==> src/rtl/core/tbcs_pkg.sv <==
package tbcs_pkg;

  localparam int QUEUE_DEPTH     = 16;
  localparam int CHUNK_BYTES     = 16384;
  localparam int GRANTS_PER_TICK = 4;
  localparam int OQ_DEPTH        = 4;
  localparam int CQ_DEPTH        = 2;

  localparam int QIW  = $clog2(QUEUE_DEPTH);
  localparam int QCW  = $clog2(QUEUE_DEPTH + 1);
  localparam int GW   = $clog2(GRANTS_PER_TICK + 1);
  localparam int OIW  = $clog2(OQ_DEPTH);
  localparam int OCW  = $clog2(OQ_DEPTH + 1);
  localparam int CIW  = (CQ_DEPTH > 1) ? $clog2(CQ_DEPTH) : 1;
  localparam int CCW  = $clog2(CQ_DEPTH + 1);
  localparam int ENT_W = 48;

  localparam logic [1:0] MODE_TICK    = 2'd0;
  localparam logic [1:0] MODE_REQUEST = 2'd1;
  localparam logic [1:0] MODE_CANCEL  = 2'd2;

  localparam logic [1:0] KIND_TICK    = 2'd0;
  localparam logic [1:0] KIND_REQUEST = 2'd1;
  localparam logic [1:0] KIND_CANCEL  = 2'd2;

  localparam logic [2:0] ST_GRANTED  = 3'd0;
  localparam logic [2:0] ST_QUEUED   = 3'd1;
  localparam logic [2:0] ST_FULL     = 3'd2;
  localparam logic [2:0] ST_CANCELED = 3'd3;
  localparam logic [2:0] ST_NOTFOUND = 3'd4;

  localparam logic [2:0] REG_LIMIT_ADDR = 3'd0;

  typedef struct packed {
    logic [1:0]  kind;
    logic [15:0] task_id;
    logic [31:0] byte_count;
  } cmd_t;

  typedef struct packed {
    logic [15:0] task_id;
    logic [2:0]  status;
    logic [31:0] granted_bytes;
    logic        request_done;
    logic        last_of_run;
  } res_t;

  function automatic logic [QIW-1:0] wrap_idx(logic [QIW-1:0] base, logic [QCW-1:0] off);
    logic [QCW:0] s;
    s = {{(QCW + 1 - QIW){1'b0}}, base} + {1'b0, off};
    if (s >= (QCW + 1)'(QUEUE_DEPTH)) s = s - (QCW + 1)'(QUEUE_DEPTH);
    return s[QIW-1:0];
  endfunction

endpackage

==> src/rtl/core/tbcs_ram.sv <==
module tbcs_ram #(
  parameter int WIDTH = 8,
  parameter int DEPTH = 16
) (
  input  logic                     clk,
  input  logic                     we,
  input  logic [$clog2(DEPTH)-1:0] waddr,
  input  logic [WIDTH-1:0]         wdata,
  input  logic [$clog2(DEPTH)-1:0] raddr,
  output logic [WIDTH-1:0]         rdata
);

  logic [WIDTH-1:0] mem [DEPTH];

  always_ff @(posedge clk) begin
    if (we) mem[waddr] <= wdata;
    rdata <= mem[raddr];
  end

endmodule

==> src/rtl/core/tbcs_front.sv <==
module tbcs_front (
  input  logic          clk,
  input  logic          rst,
  input  logic          push,
  output logic          full,
  input  logic [1:0]    mode,
  input  logic [15:0]   task_id,
  input  logic [31:0]   byte_count,
  output logic          cmd_valid,
  output tbcs_pkg::cmd_t cmd,
  input  logic          cmd_pop
);
  import tbcs_pkg::*;

  cmd_t           slots [CQ_DEPTH];
  logic [CIW-1:0] wptr, rptr;
  logic [CCW-1:0] count;
  logic           keep, take, give;
  cmd_t           incoming;

  always_comb begin
    incoming.task_id    = task_id;
    incoming.byte_count = byte_count;
    keep = 1'b1;
    case (mode)
      MODE_TICK:    incoming.kind = KIND_TICK;
      MODE_REQUEST: incoming.kind = KIND_REQUEST;
      MODE_CANCEL:  incoming.kind = KIND_CANCEL;
      default: begin
        incoming.kind = KIND_TICK;
        keep = 1'b0;
      end
    endcase
  end

  assign full      = (count == CCW'(CQ_DEPTH));
  assign cmd_valid = (count != '0);
  assign cmd       = slots[rptr];
  assign take      = push && !full && keep;
  assign give      = cmd_pop && cmd_valid;

  always_ff @(posedge clk) begin
    if (take) slots[wptr] <= incoming;
    if (rst) begin
      wptr  <= '0;
      rptr  <= '0;
      count <= '0;
    end else begin
      if (take) wptr <= (wptr == CIW'(CQ_DEPTH - 1)) ? '0 : wptr + 1'b1;
      if (give) rptr <= (rptr == CIW'(CQ_DEPTH - 1)) ? '0 : rptr + 1'b1;
      count <= count + CCW'(take) - CCW'(give);
    end
  end

endmodule

==> src/rtl/core/tbcs_outq.sv <==
module tbcs_outq (
  input  logic           clk,
  input  logic           rst,
  input  logic           wr,
  input  tbcs_pkg::res_t wdata,
  output logic           full,
  input  logic           pop,
  output logic           empty,
  output tbcs_pkg::res_t rdata
);
  import tbcs_pkg::*;

  res_t           slots [OQ_DEPTH];
  logic [OIW-1:0] wptr, rptr;
  logic [OCW-1:0] count;
  logic           take, give;

  assign full  = (count == OCW'(OQ_DEPTH));
  assign empty = (count == '0);
  assign rdata = slots[rptr];
  assign take  = wr && !full;
  assign give  = pop && !empty;

  always_ff @(posedge clk) begin
    if (take) slots[wptr] <= wdata;
    if (rst) begin
      wptr  <= '0;
      rptr  <= '0;
      count <= '0;
    end else begin
      if (take) wptr <= (wptr == OIW'(OQ_DEPTH - 1)) ? '0 : wptr + 1'b1;
      if (give) rptr <= (rptr == OIW'(OQ_DEPTH - 1)) ? '0 : rptr + 1'b1;
      count <= count + OCW'(take) - OCW'(give);
    end
  end

endmodule

==> src/rtl/core/tbcs_back.sv <==
module tbcs_back (
  input  logic           clk,
  input  logic           rst,
  input  logic           cfg_we,
  input  logic [19:0]    cfg_data,
  output logic [19:0]    limit,
  input  logic           cmd_valid,
  input  tbcs_pkg::cmd_t cmd,
  output logic           cmd_pop,
  output logic           oq_wr,
  output tbcs_pkg::res_t oq_data,
  input  logic           oq_full
);
  import tbcs_pkg::*;

  localparam logic [3:0] S_IDLE = 4'd0;
  localparam logic [3:0] S_REQ  = 4'd1;
  localparam logic [3:0] S_TUP  = 4'd2;
  localparam logic [3:0] S_TRD  = 4'd3;
  localparam logic [3:0] S_TCH  = 4'd4;
  localparam logic [3:0] S_TGR  = 4'd5;
  localparam logic [3:0] S_CRD  = 4'd6;
  localparam logic [3:0] S_CCMP = 4'd7;
  localparam logic [3:0] S_SRD  = 4'd8;
  localparam logic [3:0] S_SWR  = 4'd9;
  localparam logic [3:0] S_END  = 4'd10;

  logic [3:0]       state;
  cmd_t             cur;
  logic [27:0]      token;
  logic [QIW-1:0]   head, tail;
  logic [QCW-1:0]   count;
  logic [QCW-1:0]   k;
  logic [GW-1:0]    g;
  res_t             held;
  logic             held_valid;
  logic [ENT_W-1:0] ent;
  logic [31:0]      chunk;

  logic             ram_we;
  logic [QIW-1:0]   ram_waddr, ram_raddr;
  logic [ENT_W-1:0] ram_wdata, ram_rdata;

  logic [27:0]      burst;
  logic [28:0]      tsum;
  logic [31:0]      c1, c2, rem_left;
  logic             limited;

  tbcs_ram #(.WIDTH(ENT_W), .DEPTH(QUEUE_DEPTH)) u_ram (
    .clk   (clk),
    .we    (ram_we),
    .waddr (ram_waddr),
    .wdata (ram_wdata),
    .raddr (ram_raddr),
    .rdata (ram_rdata)
  );

  assign burst    = {limit, 8'd0};
  assign limited  = (limit != '0);
  assign tsum     = {1'b0, token} + {9'd0, limit};
  assign rem_left = ent[31:0] - chunk;

  always_comb begin
    c1 = (ram_rdata[31:0] > 32'(CHUNK_BYTES)) ? 32'(CHUNK_BYTES) : ram_rdata[31:0];
    c2 = (c1 > {4'd0, burst}) ? {4'd0, burst} : c1;
  end

  always_comb begin
    ram_we    = 1'b0;
    ram_waddr = tail;
    ram_wdata = {cur.task_id, cur.byte_count};
    ram_raddr = head;
    cmd_pop   = 1'b0;
    oq_wr     = 1'b0;
    oq_data   = held;
    case (state)
      S_IDLE: cmd_pop = cmd_valid;
      S_REQ: begin
        ram_we = limited && (cur.byte_count != '0) && (count != QCW'(QUEUE_DEPTH));
      end
      S_CRD:  ram_raddr = wrap_idx(head, k);
      S_SRD:  ram_raddr = wrap_idx(head, k + 1'b1);
      S_SWR: begin
        ram_we    = 1'b1;
        ram_waddr = wrap_idx(head, k);
        ram_wdata = ram_rdata;
      end
      S_TGR: begin
        if (!(limited && ({4'd0, token} < chunk)) && !(held_valid && oq_full)) begin
          oq_wr     = held_valid;
          ram_we    = (rem_left != '0);
          ram_wdata = {ent[47:32], rem_left};
        end
      end
      S_END: begin
        oq_wr               = held_valid && !oq_full;
        oq_data.last_of_run = 1'b1;
      end
      default: ;
    endcase
  end

  always_ff @(posedge clk) begin
    if (rst) begin
      state      <= S_IDLE;
      limit      <= '0;
      token      <= '0;
      head       <= '0;
      tail       <= '0;
      count      <= '0;
      held_valid <= 1'b0;
      k          <= '0;
      g          <= '0;
    end else begin
      if (cfg_we) begin
        limit <= cfg_data;
        token <= {cfg_data, 8'd0};
      end
      case (state)
        S_IDLE: begin
          if (cmd_valid) begin
            cur <= cmd;
            k   <= '0;
            case (cmd.kind)
              KIND_REQUEST: state <= S_REQ;
              KIND_CANCEL:  state <= S_CRD;
              default:      state <= S_TUP;
            endcase
          end
        end
        S_REQ: begin
          held.task_id     <= cur.task_id;
          held.last_of_run <= 1'b0;
          held_valid       <= 1'b1;
          if (!limited || cur.byte_count == '0) begin
            held.status        <= ST_GRANTED;
            held.granted_bytes <= cur.byte_count;
            held.request_done  <= 1'b1;
          end else if (count == QCW'(QUEUE_DEPTH)) begin
            held.status        <= ST_FULL;
            held.granted_bytes <= '0;
            held.request_done  <= 1'b0;
          end else begin
            held.status        <= ST_QUEUED;
            held.granted_bytes <= '0;
            held.request_done  <= 1'b0;
            tail               <= wrap_idx(tail, QCW'(1));
            count              <= count + 1'b1;
          end
          state <= S_END;
        end
        S_TUP: begin
          if (limited) token <= (tsum > {1'b0, burst}) ? burst : tsum[27:0];
          g     <= '0;
          state <= S_TRD;
        end
        S_TRD: begin
          if (count == '0 || g == GW'(GRANTS_PER_TICK)) state <= S_END;
          else state <= S_TCH;
        end
        S_TCH: begin
          ent   <= ram_rdata;
          chunk <= limited ? c2 : ram_rdata[31:0];
          state <= S_TGR;
        end
        S_TGR: begin
          if (limited && ({4'd0, token} < chunk)) begin
            state <= S_END;
          end else if (!(held_valid && oq_full)) begin
            if (limited) token <= token - chunk[27:0];
            head <= wrap_idx(head, QCW'(1));
            if (rem_left != '0) tail <= wrap_idx(tail, QCW'(1));
            else count <= count - 1'b1;
            held.task_id       <= ent[47:32];
            held.status        <= ST_GRANTED;
            held.granted_bytes <= chunk;
            held.request_done  <= (rem_left == '0);
            held.last_of_run   <= 1'b0;
            held_valid         <= 1'b1;
            g                  <= g + 1'b1;
            state              <= S_TRD;
          end
        end
        S_CRD: begin
          if (k == count) begin
            held.task_id       <= cur.task_id;
            held.status        <= ST_NOTFOUND;
            held.granted_bytes <= '0;
            held.request_done  <= 1'b0;
            held.last_of_run   <= 1'b0;
            held_valid         <= 1'b1;
            state              <= S_END;
          end else begin
            state <= S_CCMP;
          end
        end
        S_CCMP: begin
          if (ram_rdata[47:32] == cur.task_id) begin
            state <= S_SRD;
          end else begin
            k     <= k + 1'b1;
            state <= S_CRD;
          end
        end
        S_SRD: begin
          if ({1'b0, k} + 1'b1 >= {1'b0, count}) begin
            tail               <= (tail == '0) ? QIW'(QUEUE_DEPTH - 1) : tail - 1'b1;
            count              <= count - 1'b1;
            held.task_id       <= cur.task_id;
            held.status        <= ST_CANCELED;
            held.granted_bytes <= '0;
            held.request_done  <= 1'b0;
            held.last_of_run   <= 1'b0;
            held_valid         <= 1'b1;
            state              <= S_END;
          end else begin
            state <= S_SWR;
          end
        end
        S_SWR: begin
          k     <= k + 1'b1;
          state <= S_SRD;
        end
        S_END: begin
          if (!held_valid) begin
            state <= S_IDLE;
          end else if (!oq_full) begin
            held_valid <= 1'b0;
            state      <= S_IDLE;
          end
        end
        default: state <= S_IDLE;
      endcase
    end
  end

  assert property (@(posedge clk) disable iff (rst) count <= QCW'(QUEUE_DEPTH))
    else $error("pending queue count over depth");
  assert property (@(posedge clk) disable iff (rst) token <= burst)
    else $error("bucket above burst");
  assert property (@(posedge clk) disable iff (rst) state == S_IDLE |-> !held_valid)
    else $error("result left behind at end of item");
  assert property (@(posedge clk) disable iff (rst) oq_wr |-> !oq_full)
    else $error("result written into full queue");

endmodule

==> src/rtl/core/token_bucket_chunk_shaper_unit.sv <==
// Token bucket shaper with a queue of pending transfers.
// Input channel: drive mode/task_id/byte_count with push; the request is taken
// when push is high and full is low. Mode 0 is a tick, 1 a transfer request,
// 2 a cancel; mode 3 is taken and dropped. Two requests can wait in front.
// Result channel: while empty is low the oldest result is on the result ports;
// pop takes it. last_of_run marks the final result of each request.
// Config: APB write of limit_kbps at address 0 reloads the bucket to its burst;
// write it only while the block is idle.
// Sequencing: one request is worked at a time by a sequencer sharing the single
// pending-queue RAM. A transfer request is checked and its result written out
// once it is taken by an idle sequencer. A tick refills the bucket and then
// grants up to 4 chunks, stopping early when the bucket runs short.
// A cancel searches the queue entry by entry, then shifts later entries up.
// Reset clears the bucket, limit and queue pointers; queue storage is kept.
// When the receiver stalls, up to 5 results are held (4 in the result queue,
// one in the sequencer); then the sequencer waits and the input queue fills,
// raising full.
module token_bucket_chunk_shaper_unit (
  input  logic        clk,
  input  logic        rst,
  input  logic        psel,
  input  logic        penable,
  input  logic        pwrite,
  input  logic [2:0]  paddr,
  input  logic [31:0] pwdata,
  output logic [31:0] prdata,
  output logic        pready,
  input  logic        push,
  output logic        full,
  input  logic [1:0]  mode,
  input  logic [15:0] task_id,
  input  logic [31:0] byte_count,
  output logic        empty,
  input  logic        pop,
  output logic [15:0] task_id_out,
  output logic [2:0]  status,
  output logic [31:0] granted_bytes,
  output logic        request_done,
  output logic        last_of_run
);
  import tbcs_pkg::*;

  logic        cmd_valid, cmd_pop, oq_wr, oq_full, cfg_we;
  cmd_t        cmd;
  res_t        oq_wdata, oq_rdata;
  logic [19:0] limit;

  assign pready = 1'b1;
  assign cfg_we = psel && penable && pwrite && (paddr[2] == REG_LIMIT_ADDR[2]);
  assign prdata = (paddr[2] == REG_LIMIT_ADDR[2]) ? {12'd0, limit} : '0;

  tbcs_front u_front (
    .clk        (clk),
    .rst        (rst),
    .push       (push),
    .full       (full),
    .mode       (mode),
    .task_id    (task_id),
    .byte_count (byte_count),
    .cmd_valid  (cmd_valid),
    .cmd        (cmd),
    .cmd_pop    (cmd_pop)
  );

  tbcs_back u_back (
    .clk       (clk),
    .rst       (rst),
    .cfg_we    (cfg_we),
    .cfg_data  (pwdata[19:0]),
    .limit     (limit),
    .cmd_valid (cmd_valid),
    .cmd       (cmd),
    .cmd_pop   (cmd_pop),
    .oq_wr     (oq_wr),
    .oq_data   (oq_wdata),
    .oq_full   (oq_full)
  );

  tbcs_outq u_outq (
    .clk   (clk),
    .rst   (rst),
    .wr    (oq_wr),
    .wdata (oq_wdata),
    .full  (oq_full),
    .pop   (pop),
    .empty (empty),
    .rdata (oq_rdata)
  );

  assign task_id_out   = oq_rdata.task_id;
  assign status        = oq_rdata.status;
  assign granted_bytes = oq_rdata.granted_bytes;
  assign request_done  = oq_rdata.request_done;
  assign last_of_run   = oq_rdata.last_of_run;

endmodule

==> config.mk <==
export PLATFORM = sky130hd
export DESIGN_NAME = token_bucket_chunk_shaper_unit
export DESIGN_NICKNAME = d
export VERILOG_FILES = /design/src/rtl/core/tbcs_pkg.sv /design/src/rtl/core/tbcs_ram.sv /design/src/rtl/core/tbcs_front.sv /design/src/rtl/core/tbcs_outq.sv /design/src/rtl/core/tbcs_back.sv /design/src/rtl/core/token_bucket_chunk_shaper_unit.sv
export SDC_FILE = /design/constraint.sdc
export NUM_CORES = 2
export LEC_CHECK = 0
export BUFFER_PORTS_ARGS = -buffer_cell sky130_fd_sc_hd__buf_4
export CORE_MARGIN = 3
export CORE_UTILIZATION = 30
export DETAILED_ROUTE_END_ITERATION = 12
export HOLD_SLACK_MARGIN = 0.08
export PLACE_DENSITY = 0.44
export SETUP_SLACK_MARGIN = 0.4
export SLEW_MARGIN = 25
export SYNTH_ARGS = -nofsm -noshare
export SYNTH_HDL_FRONTEND = slang
export SYNTH_SLANG_ARGS = --single-unit
==> constraint.sdc <==
create_clock -name clk -period 14.71 [get_ports clk]
set_input_delay 1.471 -clock clk [delete_from_list [all_inputs] [get_ports clk]]
set_output_delay 1.471 -clock clk [all_outputs]
set_load 0.01 [all_outputs]
==> results by group <==
Timing
  • Worst slew pin tran: approximately 1.1 ns
  • F_max: about 150 MHz
  • Total Neg Setup Slack: 0 ns
  • Relative slew margins: between 20% and 30%
  • RSZ-0062 raised after global routing: false
  • Fin. max-slew vios: 0
  • Clock skew: approximately 0.063 ns
  • Fin crit share: a little under half
  • Endpoints failing setup: 0
  • Crit path time final: 6.72 ns
  • Hold Fails Final Rpt: 0

Synthesis
  • Syn Area/Cell: approximately 13 um^2
  • Cell count after synthesis: 4,632
  • Largest cells by area after synthesis: edfxtp_1, dfxtp_1, nand2_1, a211oi_1, ha_1
  • Post-Syn Area: around 61,000 um^2
  • Largest area contributor in the netlist: edfxtp_1
  • Main synth FF type: edfxtp_1
  • Post-synth ARST share: 0%
  • Synth warn: 0
  • Yosys top cell area share: 62.2%
  • EDFF count, synth: around 1,300
  • Yosys reg bits: 1,396
  • Distinct cells, synth: 84
  • Register area share after synthesis: approximately two thirds

Clock tree
  • Post-CTS Resized: 0
  • CTS Buf Count: around 160
  • Skew-Pair Late Insertion Delay: just over 0.8 ns
  • CTS tree: yes
  • Clock Sinks: between 1,000 and 1,500
  • Reg clk slew, reported paths: roughly 0.06 ns
  • Postcts setup bufs: 0
  • Clock Root Buffer: clkbuf_16
  • H-tree depth: 4
  • Hold-fix buffer count after cts: 0
  • Clk buf depth: 3

Pwr
  • Pwr/cell area: ~160 nW/um^2
  • Worst vdd ir: between 100 and 150 uV
  • Pleak: about 24 nW

Drt
  • Routed met3 length: between 7 and 8 mm
  • Routed wire length: ~190 mm
  • 1st-pass router iterations: 6
  • Via density: slightly above 5
  • Routed met1 length: just under 90 mm
  • Residual DRC count: 0
  • WL/cell: about 24 um
  • DRT iter0 DRCs: approximately 3,200
  • Max layer used: met5
  • Vias: roughly 39,000
  • Post-DRT Antenna Nets: 0
  • Met2 Wirelength: between 80 and 90 mm

Cells and area
  • Most common cell after layout, fill and taps aside: edfxtp_1
  • Most frequent cells in the layout: edfxtp_1, nand2_1, a211oi_1
  • Area growth from synthesis to layout: 15.7%
  • Final nets: approximately 5,000
  • Util after Layout: between 30% and 40%
  • Fraction of layout cells with a size suffix above 1: approximately an eighth

Critical path
  • CP peak stage delay: between 0.7 and 0.8 ns
  • Buf/Inv on CP: 2
  • Worst EP required: ~15 ns
  • Delay-heaviest family, CP: compound AO/OA/AOI/OAI gates
  • Crit Path Category: register to register
  • Worst R2R Path Depth: 22
  • Critical Path Start Type: register
  • CP most frequent cell: o21ai_0
  • Slowest stage cell, crit path: nor4_1
  • Crit path DAT: between 7 and 8 ns
  • Crit path cell chain: inv_1 -> fa_1 -> nand2b_1 -> a21boi_0 -> o21ai_0 -> a21oi_1 -> o21ai_0 -> a211oi_1 -> o211ai_1 -> a21boi_0 -> xor2_1 -> ha_1 -> nand3_1 -> nor4_1 -> o21ai_0 -> o211ai_1 -> o31ai_1 -> nand3_1 -> buf_4 -> mux2_2 -> o21ai_0 -> o21ai_0
  • CP Capture Type: register
  • Worst path depth: 22
  • Worst-path fanout max: 31

Placement
  • IO Port Bufs: about 150
  • Detail Placement HPWL: between 100 and 150 mm
  • Gpl congestion: 0.880

Die
  • Rows: between 150 and 200
  • # IOs: 180
  • Die Area: between 200,000 and 250,000 um^2
  • Chip Width: approximately 460 um
  • Core area: ~200,000 um^2
  • Die Height: approximately 460 um
  • Initial Util: 30.3%

Global routing
  • GRT Total Usage: between 15 and 20%
  • First-pass GRT wire length: roughly 270 mm
  • Initial antenna violation count: 9
  • Largest net degree at the start of global routing: around 180
  • Overflow after GRT: 0
  • Vias in the first global route: 37,900

Outcome
  • Outcome: completed

Worst hold path
  • Hold Path Cell Cnt: 0
  • HP Class: register to register

Job
  • Max-cap violations: 0
## final cells by class
class	count	area (um^2)
antenna	4	10.0
clock buffer	213	4250
clock inverter	78	672
fill	19600	130000
inverter	136	510
multi-input combinational	2848	19100
sequential	1396	40600
tap	2656	3320
timing repair buffer	244	1940
## cells in the mapped netlist, drive strengths merged, types with 40 or more instances
master and count:
xnor2 70, a211oi 260, ha 149, and2 213, o21ai 143, a21o 46, inv 135, nand2 657
mux4 53, a31oi 122, nor2 161, dfxtp 136, a21oi 272, nor3 51, a311oi 98, edfxtp 1260
xor2 42, clkbuf 244, mux2 55, nand4 40
## where the power goes
part | switching [mW] | leakage (nW) | internal (mW)
clock network | 1.64 | 2.39 | 2.09
registers | 0.310 | 12.5 | 4.87
logic | 1.54 | 8.72 | 0.777
total | 3.49 | 23.6 | 7.73
## kinds of logic after synthesis
group	count (synthesis)	synth area share (%)
buffers and inverters	412	2.65
adders and majority gates	156	3.29
muxes	121	3.19
other	2	0.0123
DFF	1396	66.7
xor gates and xnor gates	112	1.61
AOI/OAI and AO/OA	1144	12.7
and+or+nand+nor	1289	9.83
## metal layers
layer | GRT usage [%] | up-vias
met2 | 27.6 | 941
met5 | 0 | -
li1 | - | 17900
met4 | 5.37 | 2
met3 | 2.31 | 244
met1 | 24.6 | 19600
## through the flow
| stage | hold slack (ns) | total power [mW] | std cells | setup slack (ns) | cell area (um^2) |
|---|---|---|---|---|---|
| after floorplan | 0.430 | 6.56 | 4656 | 3.91 | 60900 |
| after global placement | 0.461 | 7.56 | 7260 | 7.93 | 65200 |
| after detailed placement | 0.472 | 7.58 | 7276 | 7.91 | 65400 |
| after CTS | 0.479 | 11.3 | 7567 | 7.93 | 70300 |
| after global routing | 0.489 | 11.7 | 7572 | 7.30 | 70400 |
| final | 0.488 | 11.2 | 7575 | 7.99 | 70400 |
## final timing paths
check / start / endpoint / slack, ns
worst max-delay path: u_back.limit[1]$_SDFFE_PP0P_ / u_back.token[13]$_SDFF_PP0_ / 7.99
worst min-delay path: u_back.u_ram.rdata[44]$_DFF_P_ / u_back.ent[44]$_DFFE_PP_ / 0.49
worst max register to register: u_back.limit[1]$_SDFFE_PP0P_ / u_back.token[13]$_SDFF_PP0_ / 7.99
worst min register to register: u_back.u_ram.rdata[44]$_DFF_P_ / u_back.ent[44]$_DFFE_PP_ / 0.49
## registers in the layout, indices dropped and copies added (netlist names), 4 cells and up, named ones only
signal,count
u_back.state,4
u_back.count,5
u_back.u_ram.rdata,48
u_back.cur,48
u_back.ent,48
u_front.slots,100
u_back.oq_data,52
u_back.u_ram.mem,768
u_back.k,5
u_back.limit,20
u_back.token,28
u_back.head,4
u_outq.slots,212
u_back.tail,4
u_back.chunk,32
(Power assumes the default switching activity.)
